==> src/hw/rtl/rscd_pkg.sv <==
package rscd_pkg;

   // Ring size and the fixed width of every mask field
   localparam int CELLS   = 32;
   localparam int FIELD_W = 32;

   typedef logic [FIELD_W-1:0] mask_type;

   typedef enum logic {
      KIND_ROUND = 1'b0,
      KIND_CLEAR = 1'b1
   } kind_type;

   typedef struct packed {
      kind_type kind;
      mask_type syndrome_bits;
      mask_type noise_left_mask;
      mask_type noise_right_mask;
   } req_type;

   typedef struct packed {
      mask_type flip_mask;
      mask_type left_signals;
      mask_type right_signals;
   } rsp_type;

endpackage

==> src/hw/rtl/rscd_req_if.sv <==
interface rscd_req_if;
   import rscd_pkg::*;

   logic    valid;
   logic    ready;
   req_type data;

   modport source (output valid, output data, input ready);
   modport sink   (input valid, input data, output ready);
endinterface

==> src/hw/rtl/rscd_rsp_if.sv <==
interface rscd_rsp_if;
   import rscd_pkg::*;

   logic    valid;
   logic    ready;
   rsp_type data;

   modport source (output valid, output data, input ready);
   modport sink   (input valid, input data, output ready);
endinterface

==> src/hw/rtl/ring_signal_ca_decoder_step_top.sv <==
// One round of a cellular-automaton decoder for a repetition code on a ring of
// rscd_pkg::CELLS cells. Each req item is either a decoding round (syndrome plus
// two noise masks) or a clear that zeroes every cell's left/right signal state.
// Every item produces exactly one rsp item: the XOR-combined qubit flip mask and
// the new left and right signals (zero for a clear). All cells update in parallel,
// so one item is taken per clock unless rsp stalls it; its result is registered
// and appears in the cycle after acceptance. The output register is the only stage,
// and a new item is taken in the same cycle the waiting result is taken. Cells past
// bit 31 see zero syndrome and noise, and output bits at or above CELLS read zero.
module ring_signal_ca_decoder_step_top (
   input  logic clock,
   input  logic reset,
   rscd_req_if.sink   req,
   rscd_rsp_if.source rsp
);
   import rscd_pkg::*;

   logic             rsp_valid_ff, rsp_valid_in;
   rsp_type          rsp_data_ff, rsp_data_in;
   logic [CELLS-1:0] left_ff, left_in;
   logic [CELLS-1:0] right_ff, right_in;

   logic             req_acc;
   logic [CELLS-1:0] syn_c, nzl_c, nzr_c;
   logic [CELLS-1:0] hit_pv, hit_own;
   logic [CELLS-1:0] new_left, new_right, flip_c;
   mask_type         flip_rpt, left_rpt, right_rpt;
   mask_type         left_state_rpt, right_state_rpt;

   // Take a new item whenever the output register is empty or being drained
   assign req.ready = !rsp_valid_ff || rsp.ready;
   assign req_acc   = req.valid && req.ready;

   genvar gi;
   generate
      for (gi = 0; gi < CELLS; gi++) begin : g_cell
         localparam int PP = (gi + 2 * CELLS - 2) % CELLS;
         localparam int PV = (gi + CELLS - 1) % CELLS;
         localparam int NX = (gi + 1) % CELLS;
         logic sl, sc, sr, li, ri;

         if (gi < FIELD_W) begin : g_in
            assign syn_c[gi] = req.data.syndrome_bits[gi];
            assign nzl_c[gi] = req.data.noise_left_mask[gi];
            assign nzr_c[gi] = req.data.noise_right_mask[gi];
         end else begin : g_zero
            assign syn_c[gi] = 1'b0;
            assign nzl_c[gi] = 1'b0;
            assign nzr_c[gi] = 1'b0;
         end

         assign sl = syn_c[PP];
         assign sc = syn_c[PV];
         assign sr = syn_c[gi];
         // An empty neighbor passes a syndrome-launched signal
         assign li = left_ff[NX]  || (!left_ff[NX] && !right_ff[NX] && sr);
         assign ri = right_ff[PV] || (!left_ff[PV] && !right_ff[PV] && sl);

         assign hit_pv[gi]  = (sl && sc) || (!sl && sc && !sr && !li && ri);
         assign hit_own[gi] = !(sl && sc) && !sl && sc && !sr && li && !ri;

         assign new_left[gi]  = li ^ nzl_c[gi];
         assign new_right[gi] = ri ^ nzr_c[gi];
         // Qubit gi is hit by its own cell and by the next cell's backward target
         assign flip_c[gi] = hit_pv[NX] ^ hit_own[gi];
      end

      for (gi = 0; gi < FIELD_W; gi++) begin : g_rpt
         if (gi < CELLS) begin : g_live
            assign flip_rpt[gi]        = flip_c[gi];
            assign left_rpt[gi]        = new_left[gi];
            assign right_rpt[gi]       = new_right[gi];
            assign left_state_rpt[gi]  = left_ff[gi];
            assign right_state_rpt[gi] = right_ff[gi];
         end else begin : g_dead
            assign flip_rpt[gi]        = 1'b0;
            assign left_rpt[gi]        = 1'b0;
            assign right_rpt[gi]       = 1'b0;
            assign left_state_rpt[gi]  = 1'b0;
            assign right_state_rpt[gi] = 1'b0;
         end
      end
   endgenerate

   always_comb begin
      rsp_valid_in = rsp_valid_ff && !rsp.ready;
      rsp_data_in  = rsp_data_ff;
      left_in      = left_ff;
      right_in     = right_ff;
      if (req_acc) begin
         rsp_valid_in = 1'b1;
         if (req.data.kind == KIND_CLEAR) begin
            left_in     = '0;
            right_in    = '0;
            rsp_data_in = '0;
         end else begin
            left_in                   = new_left;
            right_in                  = new_right;
            rsp_data_in.flip_mask     = flip_rpt;
            rsp_data_in.left_signals  = left_rpt;
            rsp_data_in.right_signals = right_rpt;
         end
      end
   end

   always_ff @(posedge clock) begin
      if (reset) begin
         rsp_valid_ff <= 1'b0;
         left_ff      <= '0;
         right_ff     <= '0;
      end else begin
         rsp_valid_ff <= rsp_valid_in;
         left_ff      <= left_in;
         right_ff     <= right_in;
      end
      rsp_data_ff <= rsp_data_in;
   end

   assign rsp.valid = rsp_valid_ff;
   assign rsp.data  = rsp_data_ff;

   a_clear_zeroes_state: assert property (@(posedge clock) disable iff (reset)
      (req_acc && req.data.kind == KIND_CLEAR) |=> (left_ff == '0 && right_ff == '0))
      else $error("clear item left nonzero cell state");

   a_clear_no_flips: assert property (@(posedge clock) disable iff (reset)
      (req_acc && req.data.kind == KIND_CLEAR) |=> (rsp.data.flip_mask == '0))
      else $error("clear item reported flips");

   a_accept_gives_result: assert property (@(posedge clock) disable iff (reset)
      req_acc |=> rsp_valid_ff)
      else $error("accepted item produced no result");

   a_result_matches_state: assert property (@(posedge clock) disable iff (reset)
      rsp_valid_ff |-> (rsp.data.left_signals == left_state_rpt &&
                        rsp.data.right_signals == right_state_rpt))
      else $error("reported signals differ from stored cell state");

   a_no_take_when_full: assert property (@(posedge clock) disable iff (reset)
      (rsp_valid_ff && !rsp.ready) |-> !req.ready)
      else $error("item taken while result is stalled");

endmodule
==> src/flat_wrapper.sv <==
// flat-port wrapper written by rule: the top's interface ports become plain ports
module ring_signal_ca_decoder_step_top_flat import rscd_pkg::*;
  (clock, reset, req_valid, req_data, req_ready, rsp_valid, rsp_data, rsp_ready);
  rscd_req_if req_i ();
  rscd_rsp_if rsp_i ();
  input  logic clock;
  input  logic reset;
  input wire logic [$bits(req_i.valid)-1:0] req_valid;
  input wire logic [$bits(req_i.data)-1:0] req_data;
  output wire logic [$bits(req_i.ready)-1:0] req_ready;
  output wire logic [$bits(rsp_i.valid)-1:0] rsp_valid;
  output wire logic [$bits(rsp_i.data)-1:0] rsp_data;
  input wire logic [$bits(rsp_i.ready)-1:0] rsp_ready;
  assign req_i.valid = req_valid;
  assign req_i.data = req_data;
  assign req_ready = req_i.ready;
  assign rsp_valid = rsp_i.valid;
  assign rsp_data = rsp_i.data;
  assign rsp_i.ready = rsp_ready;
  ring_signal_ca_decoder_step_top u_core (.clock(clock), .reset(reset), .req(req_i), .rsp(rsp_i));
endmodule
==> config.mk <==
export PLATFORM = sky130hd
export DESIGN_NAME = ring_signal_ca_decoder_step_top_flat
export DESIGN_NICKNAME = d
export VERILOG_FILES = /design/src/hw/rtl/rscd_pkg.sv /design/src/hw/rtl/rscd_req_if.sv /design/src/hw/rtl/rscd_rsp_if.sv /design/src/hw/rtl/ring_signal_ca_decoder_step_top.sv /design/src/flat_wrapper.sv
export SDC_FILE = /design/constraint.sdc
export NUM_CORES = 1
export LEC_CHECK = 0
export BUFFER_PORTS_ARGS = -buffer_cell sky130_fd_sc_hd__buf_2
export CORE_MARGIN = 3
export CORE_UTILIZATION = 59
export DETAILED_ROUTE_END_ITERATION = 10
export GPL_ROUTABILITY_DRIVEN = 0
export PLACE_DENSITY = 0.83
export SYNTH_ARGS = -nofsm -noshare
export SYNTH_HDL_FRONTEND = slang
export SYNTH_SLANG_ARGS = --single-unit
==> constraint.sdc <==
create_clock -name clock -period 14.57 [get_ports clock]
set_input_delay 2.914 -clock clock [delete_from_list [all_inputs] [get_ports clock]]
set_output_delay 2.914 -clock clock [all_outputs]
set_load 0.02 [all_outputs]
==> results, run 1 <==
- The run finished with clean final reports.
- The slew at the pin closest to its max-slew limit is 1.17 ns.
- The standard-cell row count is between 40 and 50.
- The floorplan step set the die height to 126 um.
- After clock tree synthesis, the flow added hold-fix buffers numbering 0.
- Measured along the x axis, the die boundary spans 126 um.
- The share of synthesized area in the top cell type comes to roughly a third.
- sky130_fd_sc_hd__edfxtp_1 takes more of the synthesized area than any other cell.
- The clock passes through at most 2 buffers.
- The starting density of the core is 60.8%.
- The final setup slack of the worst path is 8.28 ns.
- Max-cap violations in this run came to 0.
- OpenSTA, run right after detailed placement, puts the worst setup slack at 8.28 ns.
- The total congestion overflow is 0.
- After routing, the total negative slack on setup checks comes to 0 ns.
- The placeable core area is roughly 14000 sq um.
- Setup repair after global routing left no endpoint under its margin.
- The clock transition time at the flip-flop clock pins of the worst setup and hold paths is ~0.06 ns.
- The register bit count reported by yosys is between 150 and 200.
- The via density per instance is 6.42.
- The total count of max-transition violations in the final report is 0.
- The total routing resource utilization after global routing is about 28%.
- For this block, the routed nets add up to 22.5 mm of wire.
- The tightest min-delay check is of the flip-flop to flip-flop type.
- The detailed router finished its first iteration with 907 violations.
- The maximum number of pins on one net before global-route repair is 91.
- The sort of element at the start of the critical path is an input pin.
- Averaged over all synthesized cells, the footprint is around 11 sq um.
- The analysis attributes to cell leakage a power of 0.00394 uW.
- The number of filler cells placed in the layout is between 900 and 1000.
- In this run the cell area of the synthesized design comes to 8540 sq um.
- IR analysis of the VDD net gives a maximum drop of just over 0.08 mV.
- The number of warnings reported in the yosys synthesis log is 0.
- The proportion of synthesized chip area in sequential cells is 49.0%.
- The total chip power is 1130 uW.
- The initial antenna violation count came to 1.
- The layout-stage area growth over the synthesis result is 18.7%.
- The antenna diode count is 0.
- The pre-antenna-repair detailed-routing pass consisted of 5 iterations.
- In the post-synthesis netlist, the biggest area contributors are sky130_fd_sc_hd__edfxtp_1, sky130_fd_sc_hd__dfxtp_1, sky130_fd_sc_hd__o41ai_2, sky130_fd_sc_hd__o211ai_1, sky130_fd_sc_hd__nor3_1.
- In the routed design, unresolved DRC markers number 0.
- The first global-routing pass estimated 36.2 mm of wire.
- The fraction of layout instances using a drive strength above 1 is 30.4%.
- For the worst setup path, the data arrival time is 3.37 ns.
- The clock tree from TritonCTS is built.
- For this run, the leading register cell type out of synthesis is sky130_fd_sc_hd__edfxtp_1.
- Of all flip-flops after synthesis, the portion carrying an async set or reset was 0%.
- The nature of the critical path endpoint is an output port.
- The root cell of the clock tree is sky130_fd_sc_hd__clkbuf_16.
- Buffers inserted during clock tree synthesis total 17.
- Synthesis instantiated 26 different standard cells from the library.
- The routed wirelength normalized by instance count is 19.4 um.
- The net count of the finished layout is 1064.
- The via count of the routed design is 7416.
- The largest clock skew in the final design is between 0.009 and 0.01 ns.
- The number of nets in the synthesized netlist is 888.
- The detailed placer's ending HPWL is around 15 mm.
- The die outline area is 16000 sq um.
- The count of endpoints failing hold in the final timing report is 0.
- The worst-skew pair later-pin latency is 0.43 ns.
- The power density normalized to cell area is 112 nW/um^2.
- The post-cts resize count is 0.
- The number of enable-type register cells in the synthesized netlist is 96.
- The number of setup violations in the final report is 0.
- Measured against its own limit, the worst slew margin works out to roughly 22%.
- The number of sinks on the clock net is 161.
- STA puts the critical path data required time at ~12 ns.
- The top-level port count is approximately 200.
- Of all nets on the critical path, the largest fanout is 2.
- After layout, the worst path uses 43.2% of the clock period.
- The deepest level of the CTS H-tree is 4.
- In the synthesized netlist, the number of instances is about 790.
- The quantity of I/O buffers inserted on ports is 198.
- The hold path depth is 2.
- The post-route antenna net violation count is 0.
- The time the worst path needs with I/O delays and setup is 6.29 ns.
- The classification of the worst setup path is input pin to output port.
- The number of post-CTS setup repair buffers is 0.
- The via count of the first global-routing pass is 7072.
- Static timing analysis puts the maximum clock frequency at 0.159 GHz.
- The length in cells of the worst reg-to-reg path is 4.
## critical path, stage by stage
cell,delay (ns)
sky130_fd_sc_hd__buf_2,0.13
sky130_fd_sc_hd__nor2b_4,0.11
sky130_fd_sc_hd__inv_1,0.05
sky130_fd_sc_hd__buf_2,0.17
## cells in the mapped netlist, drive strengths merged, types with 5 or more instances
cell type	number
nand2b	36
nor3b	61
a21boi	36
edfxtp	96
inv	63
a21oi	33
a211oi	8
or4	5
buf	11
nor2b	29
dfxtp	65
o211ai	64
clkbuf	35
o21a	28
o41ai	64
nor3	92
nand4	25
o21ai	32
## power by group
part / switching [uW] / leakage, uW / internal [uW] / total, uW
registers: 20.6 / 0.00149 / 517 / 538
logic: 116 / 0.00218 / 61.8 / 178
clock network: 176 / 0.000268 / 242 / 418
total: 313 / 0.00394 / 821 / 1130
## layer usage
layer	routed length, um	vias to the layer above	track usage (%)
li1	-	3428	-
met1	9410	3572	38.2
met2	10700	366	44.6
met3	1800	48	6.15
met4	500	2	9.15
met5	7	-	0
## cells in the final DEF, fill, tap and decap left out, types with 17 or more instances in the layout
cell                        count
sky130_fd_sc_hd__nor2b_1       28
sky130_fd_sc_hd__inv_1         61
sky130_fd_sc_hd__o211ai_1      64
sky130_fd_sc_hd__o21a_1        28
sky130_fd_sc_hd__o41ai_2       59
sky130_fd_sc_hd__clkbuf_16     17
sky130_fd_sc_hd__dfxtp_1       65
sky130_fd_sc_hd__nand2b_1      36
sky130_fd_sc_hd__buf_2        197
sky130_fd_sc_hd__o21ai_0       32
sky130_fd_sc_hd__a21oi_1       33
sky130_fd_sc_hd__a21boi_0      36
sky130_fd_sc_hd__nand4_1       25
sky130_fd_sc_hd__nor3b_1       61
sky130_fd_sc_hd__edfxtp_1      96
sky130_fd_sc_hd__nor3_1        92
## cell families (layout without fill, tap and decap cells)
group	after synthesis	after routing	share of synthesized area, %
compound gates	265	265	27.5
buf+inv	109	297	5.44
flops	161	161	49.0
simple gates	252	252	18.1
## metrics by stage
stage | util, % | instance area (sq um) | std cells | hold WS (ns)
3_5_place_dp | 68.3 | 9590 | 1124 | 0.542
4_1_cts | 72.2 | 10100 | 1155 | 0.551
5_1_grt | 72.2 | 10100 | 1155 | 0.583
3_3_place_gp | 68.3 | 9590 | 1124 | 0.534
2_1_floorplan | - | 8540 | 787 | 0.506
6_report | 72.2 | 10100 | 1155 | 0.545
## worst paths after layout
| kind | startpoint | end | slack, ns |
|---|---|---|---|
| max reg2reg | u_core.rsp.valid | u_core.rsp.data[0] | 11.74 |
| min | u_core.right_ff[23] | u_core.right_ff[23] | 0.55 |
| max | rsp_ready | req_ready | 8.28 |
| min reg2reg | u_core.right_ff[23] | u_core.right_ff[23] | 0.55 |
## registers in the layout (all words and copies together) (netlist names)
signal and cells:
u_core.rsp.valid 1, u_core.left_ff 32, u_core.right_ff 32, u_core.rsp.data 96
## layout make-up
cell class | count | area [sq um] | area share, %
flip-flops and latches | 161 | 4180 | 41.3
multi-input cells | 517 | 3910 | 38.6
repair buffers | 203 | 1030 | 10.2
clock buffers | 21 | 460 | 4.54
inverters | 63 | 236 | 2.33
well taps | 180 | 225 | 2.22
clock inverters | 10 | 87.6 | 0.864
Power figures use the tool's default switching activity.
==> run 2, diff against run 1 <==
--- a/config.mk
+++ b/config.mk
@@ -7,10 +7,10 @@
 export LEC_CHECK = 0
 export BUFFER_PORTS_ARGS = -buffer_cell sky130_fd_sc_hd__buf_2
 export CORE_MARGIN = 3
-export CORE_UTILIZATION = 59
+export CORE_UTILIZATION = 55
 export DETAILED_ROUTE_END_ITERATION = 10
 export GPL_ROUTABILITY_DRIVEN = 0
-export PLACE_DENSITY = 0.83
+export PLACE_DENSITY = 0.78
 export SYNTH_ARGS = -nofsm -noshare
 export SYNTH_HDL_FRONTEND = slang
 export SYNTH_SLANG_ARGS = --single-unit
==> constraint.sdc (replaced) <==
create_clock -name clock -period 5.8 [get_ports clock]
set_input_delay 1.16 -clock clock [delete_from_list [all_inputs] [get_ports clock]]
set_output_delay 1.16 -clock clock [all_outputs]
set_load 0.02 [all_outputs]
==> run 2 against run 1 <==
Compared with the run above: global-route usage decreased by 2.7 points; die area increased by 6.9%; combinational power increased to 2.5 times the previous value; critical path depth unchanged; routed wire length decreased by 3.8%; cell count increased by 0.35%; clock power increased to 2.7 times the previous value; total power increased to 2.6 times the previous value.
==> results, run 2 (synthesized netlist as in run 1, its figures left out) <==
- The maximum fanout encountered on the critical timing path is 28.
- The final wirelength is 21.6 mm.
- The time the worst path needs with I/O delays and setup is 3.39 ns.
- In this run the post-CTS setup repair buffer count came out at 0.
- The first detailed-routing pass ran for 5 iterations.
- The initial antenna violation count is 0.
- The maximum clock frequency is 0.295 GHz.
- The total congestion overflow is 0.
- The region available for standard cell placement spans 14900 sq um.
- TritonCTS built the clock tree.
- The routed layout has 7145 vias.
- The via count of the first global-routing pass is 6753.
- The number of flip-flops under the largest register name is between 90 and 100.
- Measured along the y axis, the die boundary spans approximately 130 um.
- The count of endpoints failing hold in the final timing report is 0.
- The most common library cell in the layout ignoring fill and taps is sky130_fd_sc_hd__buf_2.
- The power density normalized to cell area is 286 nW/um^2.
- In this run the number of H-tree levels came out at 4.
- The most critical setup path has its startpoint at rsp_ready.
- The wire length of the first global-routing pass is approximately 34 mm.
- The slowest cell on the critical path is sky130_fd_sc_hd__nor2b_4.
- For the pin with the worst max-slew slack, the measured transition is roughly 1.1 ns.
- The total count of max-transition violations in the final report is 0.
- The maximum count of clock buffers along a single path is 2.
- The antenna diode count is 0.
- The quantity of I/O buffers inserted on ports is 198.
- The floorplan step set the die width to around 130 um.
- The die outline area is 17100 sq um.
- Row generation in the floorplan step produced 44 rows.
- The min-delay analysis places its worst path in the category flip-flop to flip-flop.
- The number of buffers added to fix hold violations after cts is 0.
- Setup repair after global routing left no endpoint under its margin.
- The sort of element at the start of the critical path is an input pin.
- In the final routed layout, each cell accounts on average for 18.6 um.
- The number of setup violations in the final report is 0.
- Once detail routing completed, the nets flagged for antenna violations numbered 0.
- For this configuration, the core starts out at a cell density of 57.4%.
- The largest clock skew in the final design is 0.00818 ns.
- Of the cells placed in the final design, the portion with a size suffix greater than 1 is 30.3%.
- Once the clock tree was built, the resizer swapped 0 gates to a different size.
- In the global route stage, overall resource usage came out at 25.2%.
- In this run the most critical hold path is launched from u_core.right_ff[23].
- The classification of the worst setup path is input pin to output port.
- The tree is rooted in a sky130_fd_sc_hd__clkbuf_16.
- In the final timing run, aggregate negative setup slack is 0 ns.
- The worst-skew pair later-pin latency is roughly 0.43 ns.
- In the finished design, the share of the clock period the worst path needs comes to about three fifths.
- The clock transition time at the flip-flop clock pins of the worst setup and hold paths is ~0.06 ns.
- The run finished with clean final reports.
- The number of maximum-capacitance constraint violations is 0.
- The count of nets after finishing is about 1100.
- In the layout the commonest cells are sky130_fd_sc_hd__buf_2, sky130_fd_sc_hd__edfxtp_1, sky130_fd_sc_hd__nor3_1.
- On the worst path, the slowest cell contributes a delay of 0.57 ns.
- The layout-stage area growth over the synthesis result is 19.4%.
- Summing internal, switching and leakage power gives 2920 uW.
- Entering global routing, the biggest net connects 100 pins.
- The via density per instance is around 6.
- Data on the critical path arrives at its endpoint at 2.23 ns.
- CTS saw 161 sinks.
- For this design the static power due to leakage is 0.00396 uW.
- The worst-case vdd ir drop is 0.212 mV.
- Counting stages on the worst path, the most repeated cell is sky130_fd_sc_hd__buf_2.
- The DRC violation count after routing is 0.
- The worst setup path is captured at an output port.
- The required time at the endpoint of the critical path is 4.64 ns.
- The number of clock buffers added by TritonCTS is 17.
- After the first detailed-routing iteration, the DRC count stood at 630.
- The remaining max-slew budget at the tightest pin is 23.9%.
- The top-level port count is ~200.
- Walking the worst path, the cells encountered are buf_2 > nor2b_4 > inv_1 > buf_2.
- The worst register-to-register path begins at u_core.rsp.valid.
- The detailed placer's ending HPWL is 14.5 mm.
[run 2: power by group]
part,leakage (uW),internal [uW],total [uW],switching [uW]
clock,0.000279,682,1120,441
combinational,0.00219,157,446,289
sequential,0.00149,1300,1350,49.8
total,0.00396,2140,2920,780
[run 2: cell type report]
cell class                 instances  area [sq um]
clock buffer                      20           447
clock inverter                    11           140
fill                            1182          4670
inverter                          63           236
multi-input combinational        517          3910
sequential                       161          4180
tap                              184           230
timing repair buffer             203          1050
[run 2: worst paths after layout]
path,slack (ns),to,cells after the start
max,2.41,req_ready,4
min,0.55,u_core.right_ff[23],2
max reg2reg,3.41,u_core.left_ff[2],3
min reg2reg,0.55,u_core.right_ff[23],2
[run 2: layer usage]
metal	vias up	track usage, %	wire [um]
li1	3439	-	-
met1	3408	37.3	10000
met2	267	37.8	9900
met3	31	4.43	1310
met4	0	8.17	399
met5	-	0	0
[run 2: critical path, delay by kind of cell]
family                 cells  cell delay [ns]
buffers and inverters      3             0.50
and+or+nand+nor            1             0.57
[run 2: stage by stage]
stage	util, %	hold slack, ns	setup slack [ns]	std cells	cell area (sq um)
finish	68.6	0.553	2.41	1159	10200
global route	68.6	0.564	2.34	1159	10200
CTS	68.6	0.552	2.42	1159	10200
detailed placement	64.6	0.547	2.24	1128	9610
global placement	64.6	0.532	2.28	1128	9610
floorplan	-	0.506	1.45	787	8540
==> run 3, diff against run 2 <==
==> constraint.sdc (replaced) <==
create_clock -name clock -period 3.5 [get_ports clock]
set_input_delay 0.7 -clock clock [delete_from_list [all_inputs] [get_ports clock]]
set_output_delay 0.7 -clock clock [all_outputs]
set_load 0.02 [all_outputs]
==> run 3 against run 2 <==
Compared with the run above: first-iteration DRC count decreased by 6.5%; clock power increased by 53%; core utilization down 0.10 points; non-clock buffer count is 5 higher; cell count increased by 0.60%; global-route usage grew 0.33 points; total power grew 61%; hold slack lost 0.068 ns; clock skew rose by 0.00076 ns; critical path type is now flip-flop to output port; largest cell class unchanged; largest power group unchanged.
==> results, run 3 (synthesized netlist as in run 1, its figures left out) <==
- The flow ran to the end, and the final reports show no timing, DRC or antenna violations.
- The detailed placer's ending HPWL is 15.0 mm.
- Once detail routing completed, the nets flagged for antenna violations numbered 0.
- The total area inside the core boundary comes to 14900 sq um.
- After detailed routing, the total wire length is 21.9 mm.
- The top cell types in the final layout, fill and taps aside, are sky130_fd_sc_hd__buf_2, sky130_fd_sc_hd__edfxtp_1, sky130_fd_sc_hd__nor3_1.
- The required time at the endpoint of the critical path is 2.80 ns.
- STA classifies the critical path startpoint as a flip-flop.
- The deepest level of the CTS H-tree is 4.
- The finished layout holds approximately 1200 standard cells, fillers aside.
- The count of endpoints failing hold in the final timing report is 0.
- The total count of max-transition violations in the final report was 0.
- The floorplan step defined a die boundary enclosing 17100 sq um.
- By startpoint and endpoint, the worst setup path is classified as flip-flop to output port.
- The analysis attributes to cell leakage a power of around 0.0040 uW.
- In this run the horizontal extent of the chip is 131 um.
- Clock-pin slew was measured on the worst setup and hold paths at 0.06 ns.
- After detailed routing, the number of remaining DRC violations is 0.
- Timing would allow up to approximately 0.44 GHz.
- For the worst-skew pair, the clock arrives at the later sink with an insertion delay of 0.42 ns.
- The arrival time reported for the critical path endpoint is roughly 1.6 ns.
- Cells with a size suffix above 1 make up 30.5% of the layout.
- The most common library cell in the layout ignoring fill and taps is sky130_fd_sc_hd__buf_2.
- The routed wirelength normalized by instance count is 18.8 um.
- The initial antenna violation count is 1.
- The tree is rooted in a sky130_fd_sc_hd__clkbuf_16.
- Across the routed clock network, the largest skew measured is between 0.008 and 0.009 ns.
- The number of post-CTS setup repair buffers is 0.
- The number of maximum-capacitance constraint violations is 0.
- TritonCTS built the clock tree.
- The number of setup violations in the final report is 0.
- The final route contains 7314 vias.
- The wire length of the first global-routing pass is 34.8 mm.
- The final critical-path share of the clock period is 64.8%.
- Post-CTS repair changed the size of 0 cells.
- The total routing resource utilization after global routing is 25.5%.
- For this design the top-level I/O count stands at 199.
- Entering global routing, the biggest net connects about 110 pins.
- The layout-stage area growth over the synthesis result is 19.2%.
- In this run the worst path has a maximum fanout of 21.
- Setup repair after global routing left no endpoint under its margin.
- In this run, placement finished with an instance count of around 1100.
- The CTS buffer count is 17.
- The count of nets after finishing is 1069.
- The vertical extent of the die is 131 um.
- The first detailed-routing pass took 5 iterations.
- The number of flip-flops under the largest register name is 96.
- Power spread over the standard cell area amounts to 460 nW/um^2.
- For this run the aggregate overflow at the end of global routing stands at 0.
- The worst min-delay path category is input pin to flip-flop.
- The count of routing violations after the opening detailed-route iteration is a little under 600.
- After layout, the minimum clock period comes to 2.27 ns.
- During placement, the flow inserted port buffers numbering 198.
- Counting every sink on the clock net gives 161.
- In this run the core area contains 44 standard-cell rows.
- The via density per instance is 6.27.
- At the pin with the least slew margin, the transition time is ~1.1 ns.
- The worst-case IR drop observed on VDD is 0.347 mV.
- The starting density of the core is 57.4%.
- The setup TNS is 0 ns.
- The via count of the first global-routing pass is 6825.
- STA classifies the critical path endpoint as an output port.
- Buffers inserted to repair hold after CTS numbered 0.
- The clock passes through at most 2 buffers.
- Headroom to the max-slew limit came out at 25.0%.
## run 3: cell count changes in the layout (fill, tap and decap cells not counted)
cell                         delta
sky130_fd_sc_hd__buf_4          +5
sky130_fd_sc_hd__clkbuf_8       -1
sky130_fd_sc_hd__diode_2        +1
sky130_fd_sc_hd__clkinvlp_4     -1
sky130_fd_sc_hd__bufinv_16      -2
sky130_fd_sc_hd__clkbuf_1       +2
sky130_fd_sc_hd__clkinv_4       +1
sky130_fd_sc_hd__clkinv_2       +2
## run 3: cell type report
cell class              count  area [sq um]
clock inverters            11          91.3
diodes                      1          2.50
multi-input cells         517          3910
fillers                  1157          4680
repair buffers            208          1080
well taps                 184           230
inverters                  63           236
flip-flops and latches    161          4180
clock buffers              21           440
## run 3: through the flow
step | worst slack (ns) | util (%) | hold slack [ns] | area (sq um) | power [uW]
6_report | 1.23 | 68.5 | 0.485 | 10200 | 4690
5_1_grt | 1.17 | 68.5 | 0.484 | 10200 | 4860
3_5_place_dp | 1.27 | 64.9 | 0.548 | 9650 | 3010
4_1_cts | 1.23 | 68.5 | 0.470 | 10200 | 4700
2_1_floorplan | 0.678 | - | 0.506 | 8550 | 2740
3_3_place_gp | 1.30 | 64.9 | 0.535 | 9650 | 3000
## run 3: path summary, 6_finish.rpt
kind / start / endpoint / slack (ns) / depth (start not counted)
setup / recovery: u_core.rsp.valid / req_ready / 1.23 / 4
hold / removal: reset / u_core.rsp.valid / 0.49 / 2
setup reg to reg: u_core.rsp.valid / u_core.left_ff[11] / 1.66 / 3
hold reg to reg: u_core.right_ff[23] / u_core.right_ff[23] / 0.57 / 2
## run 3: critical path, stage by stage, from the launching register on
cell                      delay (ns)
sky130_fd_sc_hd__dfxtp_1        0.38
sky130_fd_sc_hd__nor2b_4        0.20
sky130_fd_sc_hd__buf_4          0.29
sky130_fd_sc_hd__inv_1          0.10
sky130_fd_sc_hd__buf_2          0.18
## run 3: layer usage
layer	up-vias	wire length, um	track usage [%]
met2	312	10300	39.4
met5	-	0	0
met4	0	268	6.96
li1	3448	-	-
met1	3526	9810	37.0
met3	28	1480	4.92
## run 3: power by group
group          internal [uW]  switching [uW]  total (uW)
registers               2150            82.8        2230
clock network            971             738        1710
logic                    263             483         745
total                   3380            1300        4690
